==> config.mk <==
export PLATFORM = sky130hd
export DESIGN_NAME = midi_stream_event_decoder_top
export DESIGN_NICKNAME = d
export VERILOG_FILES = /design/src/design/msed_pkg.sv /design/src/design/midi_stream_event_decoder_top.sv
export VERILOG_INCLUDE_DIRS = /design/src /design/src/design
export SDC_FILE = /design/constraint.sdc
export NUM_CORES = 1
export LEC_CHECK = 0
export ABC_CLOCK_PERIOD_IN_PS = 5350
export BUFFER_PORTS_ARGS = -buffer_cell sky130_fd_sc_hd__buf_4
export CORE_UTILIZATION = 53
export CTS_BUF_LIST = sky130_fd_sc_hd__clkbuf_2
export DETAILED_ROUTE_END_ITERATION = 16
export PLACE_DENSITY_LB_ADDON = 0.05
export SLEW_MARGIN = 0
export SYNTH_ARGS = -nofsm -noshare
export SYNTH_HDL_FRONTEND = slang
export SYNTH_SLANG_ARGS = --single-unit
==> constraint.sdc <==
create_clock -name clock -period 5.35 [get_ports clock]
set_input_delay 0.2675 -clock clock [delete_from_list [all_inputs] [get_ports clock]]
set_output_delay 0.2675 -clock clock [all_outputs]
set_load 0.05 [all_outputs]
==> src/design/assert_macros.svh <==
// Assertion macros shared by the design files.
`ifndef ASSERT_MACROS_SVH
`define ASSERT_MACROS_SVH

// Check a consequent in the same cycle as its antecedent.
`define ASSERT_SAME(label, clk, rst, ante, cons) \
   label: assert property (@(posedge clk) disable iff (rst) (ante) |-> (cons)) \
      else $error("assertion failed");

// Check a consequent in the cycle after its antecedent.
`define ASSERT_NEXT(label, clk, rst, ante, cons) \
   label: assert property (@(posedge clk) disable iff (rst) (ante) |=> (cons)) \
      else $error("assertion failed");

`endif

==> src/design/msed_pkg.sv <==
// Types and constants of the MIDI stream event decoder.
package msed_pkg;

   localparam int SYSEX_CAPACITY_DEF = 64;
   localparam int LEN_W              = 7;
   localparam int HEAD_DEPTH         = 6;
   localparam int HEAD_IDX_W         = 3;

   localparam logic [7:0] ST_SYSEX_START = 8'hF0;
   localparam logic [7:0] ST_SYSEX_END   = 8'hF7;
   localparam logic [3:0] ST_CTRL_CHANGE = 4'hB;
   localparam logic [7:0] MFR_ID         = 8'h7D;

   localparam logic [7:0] CMD_ORDER    = 8'h01;
   localparam logic [7:0] CMD_HIGHPASS = 8'h04;
   localparam logic [7:0] CMD_LOWPASS  = 8'h05;
   localparam logic [7:0] CMD_TEMPO    = 8'h06;
   localparam logic [7:0] CMD_RADIO    = 8'h20;

   typedef enum logic [2:0] {
      EV_CONTROL  = 3'd0,
      EV_SWITCH   = 3'd1,
      EV_ORDER    = 3'd2,
      EV_HIGHPASS = 3'd3,
      EV_LOWPASS  = 3'd4,
      EV_TEMPO    = 3'd5,
      EV_RADIO    = 3'd6
   } event_kind_type;

endpackage

==> src/design/midi_stream_event_decoder_top.sv <==
// MIDI byte stream parser with running status and manufacturer SysEx decode.
// Pipeline: an accepted item goes through the input register, then the result register.
// Throughput: one item per cycle; req_stall rises only while the result
//    register holds an item that the receiver stalls.
// Reset: synchronous, active high; clears parser state and both valid flags.
// The SysEx head bytes are not reset; reads are guarded by the frame length.
`include "assert_macros.svh"

module midi_stream_event_decoder_top #(
   parameter int SYSEX_CAPACITY = msed_pkg::SYSEX_CAPACITY_DEF
) (
   input  logic        clock,
   input  logic        reset,
   // input channel: one MIDI byte per item
   input  logic        req_valid,
   output logic        req_stall,
   input  logic [7:0]  req_midi_byte,
   // result channel: one decoded event per item
   output logic        rsp_valid,
   input  logic        rsp_stall,
   output logic [2:0]  rsp_event_kind,
   output logic [6:0]  rsp_ctrl_number,
   output logic [6:0]  rsp_ctrl_value,
   output logic [7:0]  rsp_slot_or_index,
   output logic [15:0] rsp_wide_value,
   output logic [7:0]  rsp_order_first,
   output logic [7:0]  rsp_order_second,
   output logic [7:0]  rsp_order_third,
   output logic [7:0]  rsp_order_fourth
);
   import msed_pkg::*;

   localparam logic [LEN_W-1:0] LEN_CAP  = LEN_W'(SYSEX_CAPACITY);
   localparam logic [LEN_W-1:0] LEN_HEAD = LEN_W'(HEAD_DEPTH);

   // ---------------------------------------------------------------
   // Input register: holds the byte under decode.
   // ---------------------------------------------------------------
   logic       in_valid_ff;
   logic [7:0] in_byte_ff;

   // ---------------------------------------------------------------
   // Parser state.
   // ---------------------------------------------------------------
   logic [7:0]       running_status_ff, running_status_in;
   logic             held_valid_ff, held_valid_in;
   logic [6:0]       held_byte_ff, held_byte_in;
   logic             in_sysex_ff, in_sysex_in;
   logic [LEN_W-1:0] sysex_length_ff, sysex_length_in;
   logic [7:0]       sysex_head_ff [HEAD_DEPTH];
   logic             head_we;

   // ---------------------------------------------------------------
   // Result register.
   // ---------------------------------------------------------------
   logic           out_valid_ff;
   event_kind_type kind_ff, kind_in;
   logic [6:0]     ctrl_number_ff, ctrl_number_in;
   logic [6:0]     ctrl_value_ff, ctrl_value_in;
   logic [7:0]     slot_ff, slot_in;
   logic [15:0]    wide_ff, wide_in;
   logic [7:0]     order0_ff, order0_in;
   logic [7:0]     order1_ff, order1_in;
   logic [7:0]     order2_ff, order2_in;
   logic [7:0]     order3_ff, order3_in;
   logic           emit;

   // The decode stage moves on whenever the result register is free or
   // being emptied this cycle; that same condition frees the input register.
   logic advance;
   logic dec_fire;
   logic is_start;
   logic is_end;
   logic [7:0] cmd;

   assign advance   = !out_valid_ff || !rsp_stall;
   assign dec_fire  = in_valid_ff && advance;
   assign req_stall = in_valid_ff && !advance;

   assign is_start = (in_byte_ff == ST_SYSEX_START);
   assign is_end   = (in_byte_ff == ST_SYSEX_END);
   assign cmd      = sysex_head_ff[1];

   // ---------------------------------------------------------------
   // Decode: next state and the optional result for the held byte.
   // ---------------------------------------------------------------
   always_comb begin
      running_status_in = running_status_ff;
      held_valid_in     = held_valid_ff;
      held_byte_in      = held_byte_ff;
      in_sysex_in       = in_sysex_ff;
      sysex_length_in   = sysex_length_ff;
      head_we           = 1'b0;

      emit           = 1'b0;
      kind_in        = EV_CONTROL;
      ctrl_number_in = '0;
      ctrl_value_in  = '0;
      slot_in        = '0;
      wide_in        = '0;
      order0_in      = '0;
      order1_in      = '0;
      order2_in      = '0;
      order3_in      = '0;

      if (is_start) begin
         // open (or restart) a frame
         in_sysex_in     = 1'b1;
         sysex_length_in = '0;
      end else if (is_end) begin
         // close the frame; a stray end byte outside SysEx is dropped
         if (in_sysex_ff) begin
            in_sysex_in = 1'b0;
            if (sysex_length_ff >= LEN_W'(2) && sysex_head_ff[0] == MFR_ID) begin
               if (cmd == CMD_ORDER && sysex_length_ff >= LEN_W'(6)) begin
                  emit      = 1'b1;
                  kind_in   = EV_ORDER;
                  order0_in = sysex_head_ff[2];
                  order1_in = sysex_head_ff[3];
                  order2_in = sysex_head_ff[4];
                  order3_in = sysex_head_ff[5];
               end else if ((cmd == CMD_HIGHPASS || cmd == CMD_LOWPASS)
                            && sysex_length_ff >= LEN_W'(5)) begin
                  emit    = 1'b1;
                  kind_in = (cmd == CMD_LOWPASS) ? EV_LOWPASS : EV_HIGHPASS;
                  slot_in = sysex_head_ff[2];
                  wide_in = {1'b0, sysex_head_ff[3], 7'b0} | {8'b0, sysex_head_ff[4]};
               end else if (cmd == CMD_TEMPO && sysex_length_ff >= LEN_W'(4)) begin
                  emit    = 1'b1;
                  kind_in = EV_TEMPO;
                  wide_in = {1'b0, sysex_head_ff[2], 7'b0} | {8'b0, sysex_head_ff[3]};
               end else if (cmd == CMD_RADIO) begin
                  emit    = 1'b1;
                  kind_in = EV_RADIO;
               end
            end
         end
      end else if (in_sysex_ff) begin
         // collect frame content; keep the head, saturate the length
         if (sysex_length_ff < LEN_CAP) begin
            head_we         = (sysex_length_ff < LEN_HEAD);
            sysex_length_in = sysex_length_ff + LEN_W'(1);
         end
      end else if (in_byte_ff[7]) begin
         // any other status byte becomes running status
         running_status_in = in_byte_ff;
         held_valid_in     = 1'b0;
      end else if (!held_valid_ff) begin
         held_byte_in  = in_byte_ff[6:0];
         held_valid_in = 1'b1;
      end else begin
         // second data byte completes a pair
         held_valid_in = 1'b0;
         if (running_status_ff[7:4] == ST_CTRL_CHANGE) begin
            emit           = 1'b1;
            ctrl_number_in = held_byte_ff;
            ctrl_value_in  = in_byte_ff[6:0];
            if (held_byte_ff[6:2] == 5'b10000) begin
               // sustain-range controllers 64 to 67 report as switches
               kind_in = EV_SWITCH;
               slot_in = {6'b0, held_byte_ff[1:0]};
               wide_in = {15'b0, in_byte_ff[6]};
            end
         end
      end
   end

   // ---------------------------------------------------------------
   // Input register.
   // ---------------------------------------------------------------
   always_ff @(posedge clock) begin
      if (reset) begin
         in_valid_ff <= 1'b0;
      end else if (!req_stall) begin
         in_valid_ff <= req_valid;
      end
   end

   always_ff @(posedge clock) begin
      if (req_valid && !req_stall) begin
         in_byte_ff <= req_midi_byte;
      end
   end

   // ---------------------------------------------------------------
   // Parser state: advance only when the held byte is consumed.
   // ---------------------------------------------------------------
   always_ff @(posedge clock) begin
      if (reset) begin
         running_status_ff <= '0;
         held_valid_ff     <= 1'b0;
         held_byte_ff      <= '0;
         in_sysex_ff       <= 1'b0;
         sysex_length_ff   <= '0;
      end else if (dec_fire) begin
         running_status_ff <= running_status_in;
         held_valid_ff     <= held_valid_in;
         held_byte_ff      <= held_byte_in;
         in_sysex_ff       <= in_sysex_in;
         sysex_length_ff   <= sysex_length_in;
      end
   end

   always_ff @(posedge clock) begin
      if (dec_fire && head_we) begin
         sysex_head_ff[sysex_length_ff[HEAD_IDX_W-1:0]] <= in_byte_ff;
      end
   end

   // ---------------------------------------------------------------
   // Result register: load on a result, drop when taken.
   // ---------------------------------------------------------------
   always_ff @(posedge clock) begin
      if (reset) begin
         out_valid_ff <= 1'b0;
      end else if (dec_fire && emit) begin
         out_valid_ff <= 1'b1;
      end else if (!rsp_stall) begin
         out_valid_ff <= 1'b0;
      end
   end

   always_ff @(posedge clock) begin
      if (dec_fire && emit) begin
         kind_ff        <= kind_in;
         ctrl_number_ff <= ctrl_number_in;
         ctrl_value_ff  <= ctrl_value_in;
         slot_ff        <= slot_in;
         wide_ff        <= wide_in;
         order0_ff      <= order0_in;
         order1_ff      <= order1_in;
         order2_ff      <= order2_in;
         order3_ff      <= order3_in;
      end
   end

   assign rsp_valid         = out_valid_ff;
   assign rsp_event_kind    = kind_ff;
   assign rsp_ctrl_number   = ctrl_number_ff;
   assign rsp_ctrl_value    = ctrl_value_ff;
   assign rsp_slot_or_index = slot_ff;
   assign rsp_wide_value    = wide_ff;
   assign rsp_order_first   = order0_ff;
   assign rsp_order_second  = order1_ff;
   assign rsp_order_third   = order2_ff;
   assign rsp_order_fourth  = order3_ff;

   // ---------------------------------------------------------------
   // Assertions.
   // ---------------------------------------------------------------
   // frame length never passes its saturation point
   `ASSERT_SAME(a_len_cap, clock, reset, 1'b1, sysex_length_ff <= LEN_CAP)
   // a consumed end byte always leaves the frame closed
   `ASSERT_NEXT(a_end_closes, clock, reset, dec_fire && is_end, !in_sysex_ff)
   // input backpressure only comes from a stalled, full result register
   `ASSERT_SAME(a_stall_cause, clock, reset, req_stall, rsp_valid && rsp_stall && in_valid_ff)

endmodule

### Yosys cells after proc, flatten, opt, wreduce, memory -nomap -nowiden

Memory sizes are Yosys's and may differ from the RTL's. A register that Yosys moved wholly into a read port is not among the register bits.
Cells that the tools add are included.

| word-level totals | value |
|---|---|
| RAM bits | 48 |
| output and inout port bits | 75 |
| register bits | 99 |
| memories kept | 1 |
| word-level logic and storage cells | 133 |
| input bits | 12 |

| cells by class | value |
|---|---|
| eq/ne operators | 12 |
| order comparisons | 6 |
| mux-type cells | 62 |
| bitwise logic cells | 10 |
| add/subtract/negate cells | 1 |
| reductions and logical operators | 25 |

Memory list:

| memory | depth | bits a word | rd ports | clocked after Yosys merged registers in | write ports | line | text |
|---|---|---|---|---|---|---|---|
| sysex_head_ff | 6 | 8 | 6 | 1 | 1 | midi_stream_event_decoder_top.sv:50 | `logic [7:0] sysex_head_ff [HEAD_DEPTH];` |

Operator list:

| operator | number |
|---|---|
| two-way mux 15 bit | 5 |
| two-way mux 8 bit | 5 |
| two-way mux 1 bit | 34 |
| bitwise OR 15 x 8 -> 15 bit | 2 |
| two-way mux 7 bit | 4 |
| == test 8 x 3 -> 1 bit, second input constant | 3 |
| two-way mux 3 bit | 8 |
| greater-or-equal comparator 7 x 3 -> 1 bit, second input constant | 3 |
| == test 8 bit, second input constant | 2 |
| two-way mux 16 bit | 1 |
| two-way mux 2 bit | 5 |
| logical AND 1 bit | 9 |
| == test 8 x 1 -> 1 bit, second input constant | 1 |
| == test 8 x 6 -> 1 bit, second input constant | 1 |
| == test 8 x 7 -> 1 bit, second input constant | 1 |
| inverter 1 bit | 8 |
| AND reduction 4 bit | 2 |
| adder 7 x 1 -> 7 bit, second input constant | 1 |
| greater-or-equal comparator 7 x 2 -> 1 bit, second input constant | 1 |
| less-than comparator 7 x 3 -> 1 bit, second input constant | 1 |
| less-than comparator 7 bit, second input constant | 1 |
| AND reduction 6 bit | 1 |
| nonzero test 2 bit | 3 |
| OR reduction 6 bit | 1 |
| other kinds (9) | 13 |

### Depth between registers and ports, before layout

Gate-level depths: netlist (run 1).
An unclocked memory read counts as a cell.

| depth | value |
|---|---|
| depth after elaboration | 12 |
| gate-level depth with buffers | 7 |
| mapped depth without buffers | 6 |

### Least setup slack after synthesis (run 1)

Ideal clock, no wire load.

| path | value |
|---|---|
| kind | reg2reg |
| from | mem sysex_head_ff[1][7] |
| to | reg ctrl_number_ff[0], in the netlist rsp_ctrl_number[0], enable pin |
| data arrival time | 5.250 ns |
| cell stages (with the launch flop) | 7 |
| setup time | 0.526 ns |
| clock period less this slack | 5.776 ns |
| path buffers | 1 |
| path slack | -0.426 ns |
| path through | edfxtp_1 > or4_4 > nand2b_4 > clkbuf_2 > a211oi_4 > o31ai_1 > a21oi_1 |

RTL lines:

| item | line | text |
|---|---|---|
| from (decl) | midi_stream_event_decoder_top.sv:50 |  |
| to (signal assigned) | midi_stream_event_decoder_top.sv:226 | `ctrl_number_ff <= ctrl_number_in;` |
| to (decl) | midi_stream_event_decoder_top.sv:58 | `logic [6:0] ctrl_number_ff, ctrl_number_in;` |

==> results.cfg, run 1 <==
[cells_and_area]
stdcell_count = 654
final_util_pct = 66.9
n_antenna_cell = 0
drive_gt1_share_pct = 26.6
final_nets = 520
area_delta_synth_final_pct = 20.3
nFillCells = 754

[place]
place_congestion = 0.865
hpwl_um = 7360
port_buffers = 85
dp.cells = 610

[power]
finalPower_w = 0.00198
power_density_nw_per_um2 = 281
p_leak_nw = 2.62
vdd_drop_max_mv = 0.181

[setup_path]
critical_path_class = reg -> reg
reg2reg_setup_slack_ps = 1850
cp-end-kind = flop
startpoint_type = flop
crit_fanout = 50
required_ps = 5710
critPathArrivalTime_ps = 3850

[yosys]
synth_top_area_share_pct = 65.7
syn_nets = 413
synth_cells = 398
yosys_warnings = 0
synth_area_um2 = 5850
synth_edf_count = 128
syn_avg_cell_area_um2 = 14.7
yosysMostFrequentCell = edfxtp_1
yosysTopAreaCell = edfxtp_1
synth_common_cells = 128 x edfxtp_1, 41 x and2_1, 32 x nor2_1
synth_area_leaders = edfxtp_1 66%, dfxtp_1 7.5%, and2_1 4.4%
synth_ff_type = edfxtp_1
synth.distinct_cells = 55
yosysSeqAreaShare_pct = 73.2
ys_ff_latch = 150
async_flop_share_pct = 0

[drt]
vias = 3572
vias_per_cell = 5.46
wire_per_inst_um = 16.9
drt_iter0_drc = 174
drc = 0
firstDrtPassIters = 5
wl_um = 11000
ant_nets = 0

[die]
rows = 37
die_area_um2 = 11500
core-area_um2 = 10500
start_util_pct = 55.7
die_w_um = 107
die_h_um = 107
io_pins = 87

[timing]
slew_headroom_pct = 48.0
worstMarginPinSlew_ps = 778
min_period_ps = 3500
slew_viol_final = 0
post-route-period-util_pct = 65.4
setup_viol = 0
timing.setup.tns_ps = 0
fmax_mhz = 286
fin_worst_skew_ps = 35.2
finalHoldViolCount = 0
rsz0062_at_grt = false

[clock_network]
cts_sinks = 150
cts_made_buffers = 17
cts_max_level = 4
worstSkewPairLatency_ps = 670
post_cts_resized = 0
clk_path_buf_depth = 2
cts_tree = yes
clk_pin_slew_worst_paths_ps = 240
clock_tree.root_cell = clkbuf_2

[hold_path]
hold_class = in -> reg

[global_route]
grt_pass1_wl_um = 17000
grt_pass1_vias = 3275
grt-ovfl-total = 0
grt_usage_pct = 20.2
grt_max_degree = 51
antenna_found_initial = 0

[run]
max_cap_viol_count = 0

[status]
status = finished, final reports clean
-- report_power, final --
part	leakage (nW)	switching [W]	internal [W]
clock network	0.143	0.000422	0.000226
logic	1.08	0.0000179	0.0000191
registers	1.40	0.0000217	0.00127
total	2.62	0.000462	0.00152
-- timing repair --
item | in CTS | in global routing
endpoints found under the setup margin | 0 | 0
hold buffers | 12 | 0
hold endpoints to repair | 26 | 0
setup buffers | 0 | 0
-- sequential cells by signal, summed over array words and instances, names as in the netlist --
register / cells
in_valid_ff: 1
rsp_order_fourth: 8
in_sysex_ff: 1
held_valid_ff: 1
rsp_order_second: 8
running_status_ff: 4
rsp_order_third: 8
sysex_head_ff: 48
rsp_event_kind: 3
sysex_length_ff: 7
rsp_ctrl_value: 7
in_byte_ff: 8
rsp_valid: 1
rsp_order_first: 8
held_byte_ff: 7
rsp_slot_or_index: 8
rsp_ctrl_number: 7
rsp_wide_value: 15
-- cell families (layout without fill, tap and decap cells) --
family	after synthesis	in the layout	share of synthesized area, %
mux	10	10	1.71
simple gates	149	149	14.7
compound gates	59	59	7.57
flops	150	150	73.2
other cells	1	1	0.0641
fa+ha+maj	3	3	0.642
xor+xnor	1	1	0.150
buf+inv	25	145	1.90
-- area by class of cell --
cell class | instances | area, um^2 | share of cell area (%)
well taps | 136 | 170 | 2.42
inverters | 8 | 30.0 | 0.427
clock buffers | 17 | 85.1 | 1.21
multi-input cells | 223 | 1470 | 20.8
clock inverters | 15 | 169 | 2.40
repair buffers | 105 | 831 | 11.8
flip-flops and latches | 150 | 4280 | 60.9
-- critical path, cell delays in order (launching register included) --
cell and delay (ps):
edfxtp_1 420, or4_4 560, nand2b_4 210, a211oi_4 660, o31ai_1 270, a21oi_4 690, buf_12 330
-- cell usage in the layout (no fill, tap or decap), types with 4 or more instances in the layout --
| master | n |
|---|---|
| mux2i_1 | 10 |
| nand3_1 | 5 |
| dfxtp_1 | 22 |
| or3_1 | 9 |
| dlygate4sd3_1 | 12 |
| buf_4 | 92 |
| a21oi_1 | 13 |
| nor3_1 | 7 |
| clkbuf_2 | 17 |
| nand2_1 | 9 |
| and2_1 | 41 |
| edfxtp_1 | 128 |
| nor2_1 | 32 |
| inv_1 | 8 |
| and3_1 | 18 |
| a22oi_1 | 14 |
| o21ai_0 | 10 |
| nand4_1 | 4 |
| inv_6 | 7 |
-- routing by layer --
metal	up-vias	GRT usage (%)	share of wire, %
met1	1713	25.8	43
met3	13	5.05	5.7
met5	-	0	0
met4	0	7.34	1.4
met2	135	33.7	50
li1	1711	-	-
-- path summary, 6_finish.rpt --
path | start | cells past startpoint | to
setup / recovery | sysex_head_ff[1][7] | 6 | rsp_order_fourth[4]
hold / removal | req_midi_byte[4] | 2 | in_byte_ff[4]
setup reg to reg | sysex_head_ff[1][7] | 6 | rsp_order_fourth[4]
hold reg to reg | running_status_ff[7] | 2 | running_status_ff[7]
-- per-stage QoR --
stage | cell area [um^2] | hold WS [ps] | setup slack [ps]
2_1_floorplan | 5850 | 366 | 1180
3_3_place_gp | 6660 | 435 | 1980
3_5_place_dp | 6660 | 442 | 1930
4_1_cts | 7040 | 217 | 1860
5_1_grt | 7040 | 211 | 1670
6_report | 7040 | 294 | 1850
Note: power is estimated with default switching activity, not from simulation.
==> run 2: changes to the inputs <==
--- a/config.mk
+++ b/config.mk
@@ -6,7 +6,7 @@
 export SDC_FILE = /design/constraint.sdc
 export NUM_CORES = 1
 export LEC_CHECK = 0
-export ABC_CLOCK_PERIOD_IN_PS = 5350
+export ABC_CLOCK_PERIOD_IN_PS = 2950
 export BUFFER_PORTS_ARGS = -buffer_cell sky130_fd_sc_hd__buf_4
 export CORE_UTILIZATION = 53
 export CTS_BUF_LIST = sky130_fd_sc_hd__clkbuf_2
==> constraint.sdc (replaced) <==
create_clock -name clock -period 2.95 [get_ports clock]
set_input_delay 0.1475 -clock clock [delete_from_list [all_inputs] [get_ports clock]]
set_output_delay 0.1475 -clock clock [all_outputs]
set_load 0.05 [all_outputs]
==> results.cfg, run 2 (synthesis gave the netlist of run 1 again) <==
[status]
status = finished, final reports clean

[cells_and_area]
final_cell_mix = 128 x edfxtp_1, 102 x buf_4, 41 x and2_1
final_util_pct = 67.8
design_area_um2 = 7120
final_nets = 531
largest_reg_flops = 48
n_antenna_cell = 0
area_delta_synth_final_pct = 21.8
drive_gt1_share_pct = 28.4
layout_commonest_cell = edfxtp_1
stdcell_count = 665

[timing]
slew_viol_final = 0
post-route-period-util_pct = 87.8
fin_worst_skew_ps = 22.8
finalHoldViolCount = 0
slew_headroom_pct = 57.0
fmax_mhz = 386
rsz0062_at_grt = false
worstMarginPinSlew_ps = 639
setup_viol = 0
min_period_ps = 2590

[setup_path]
cp-end-kind = flop
ff2ff_path_depth = 5
cpLargestDelayFamily = simple AND/OR/NAND/NOR gates
worst-path-stages = 5
startpoint_type = flop
critPathArrivalTime_ps = 2870
cpMaxStageDelayCell = edfxtp_1
crit_fanout = 13
critical_path_class = reg -> reg
required_ps = 3230
crit_chain = nor3_1 -> o211ai_1 -> nand2_1 -> or3_1 -> nor2_1
cpPeakStageDelay_ps = 650
critical_path_buf_inv_count = 0

[power]
clkPwrFrac_pct = 30.7
p_switching_w = 0.000755
internal_power_w = 0.00273
combPwrFrac_pct = 2.7
power_density_nw_per_um2 = 490
p_leak_nw = 2.54
seqPwrFrac_pct = 66.6
swShare_pct = 21.7
vdd_drop_max_mv = 0.317

[die]
die_h_um = 107
core-area_um2 = 10500
start_util_pct = 55.7
rows = 37
die_w_um = 107
io_pins = 87
die_area_um2 = 11500

[clock_network]
clock_tree.root_cell = clkbuf_2
cts_setup_buffers = 0
worstSkewPairLatency_ps = 630
post_cts_resized = 0
cts_tree = yes
cts_max_level = 4
cts_made_buffers = 17
cts_hold_buffers = 13
clk_path_buf_depth = 2
cts_sinks = 150
clk_pin_slew_worst_paths_ps = 210

[global_route]
grt_usage_pct = 21.2
grt-ovfl-total = 0
grt_pass1_vias = 3458
grt_pass1_wl_um = 18000
grt_max_degree = 51
antenna_found_initial = 0

[place]
place_congestion = 0.784
place_area_um2 = 6770
port_buffers = 85
dp.cells = 620
hpwl_um = 7780

[drt]
firstDrtPassIters = 5
wire_per_inst_um = 17.1
vias = 3581
wl_um = 11400
ant_nets = 0
drt_iter0_drc = 210
vias_per_cell = 5.38
drc = 0

[run]
max_cap_viol_count = 0

[hold_path]
worstHoldPathCells = 2
hold_class = in -> reg
==> run 2: cell count changes in the layout (fill, tap and decap cells not counted), sizes merged <==
cell / delta
buf: +10
inv: -7
clkinv: +3
clkbuf: +2
clkinvlp: +2
dlygate4sd3: +1
==> run 2: through the flow <==
stage / TNS, ps / setup slack (ps) / total power (W) / hold slack, ps
finish: 0 / 360 / 0.00349 / 214
floorplan: -26330 / -366 / 0.00241 / 246
global route: 0 / 173 / 0.00362 / 110
CTS: 0 / 379 / 0.00351 / 152
global placement: 0 / 536 / 0.00245 / 326
detailed placement: 0 / 423 / 0.00245 / 328
==> run 2: final timing paths <==
check / start / endpoint / slack [ps]
setup / recovery: in_byte_ff[0] / sysex_head_ff[1][3] / 360
hold / removal: req_midi_byte[5] / in_byte_ff[5] / 210
setup reg to reg: in_byte_ff[0] / sysex_head_ff[1][3] / 360
hold reg to reg: running_status_ff[7] / running_status_ff[7] / 460
==> run 2: power by group through the flow <==
stage / logic (W) / registers [W] / clock network (W)
2_1_floorplan: 0.0000373 / 0.00237 / 0
3_3_place_gp: 0.0000819 / 0.00237 / 0
3_5_place_dp: 0.0000822 / 0.00237 / 0
4_1_cts: 0.0000960 / 0.00232 / 0.00109
5_1_grt: 0.000103 / 0.00233 / 0.00119
6_report: 0.0000958 / 0.00232 / 0.00107
==> run 2: area by class of cell <==
cell class	instances	area, um^2
sequential	150	4280
fill	756	3380
multi-input combinational	223	1500
timing repair buffer	116	916
tap	136	170
clock inverter	13	134
clock buffer	19	95.1
inverter	8	30.0
==> run 2: routing by layer <==
layer  GRT usage [%]  part of all wire (%)
met4            6.65                  0.67
met1            27.2                    42
met2            35.6                    51
met5               0                     0
met3            5.23                   5.6
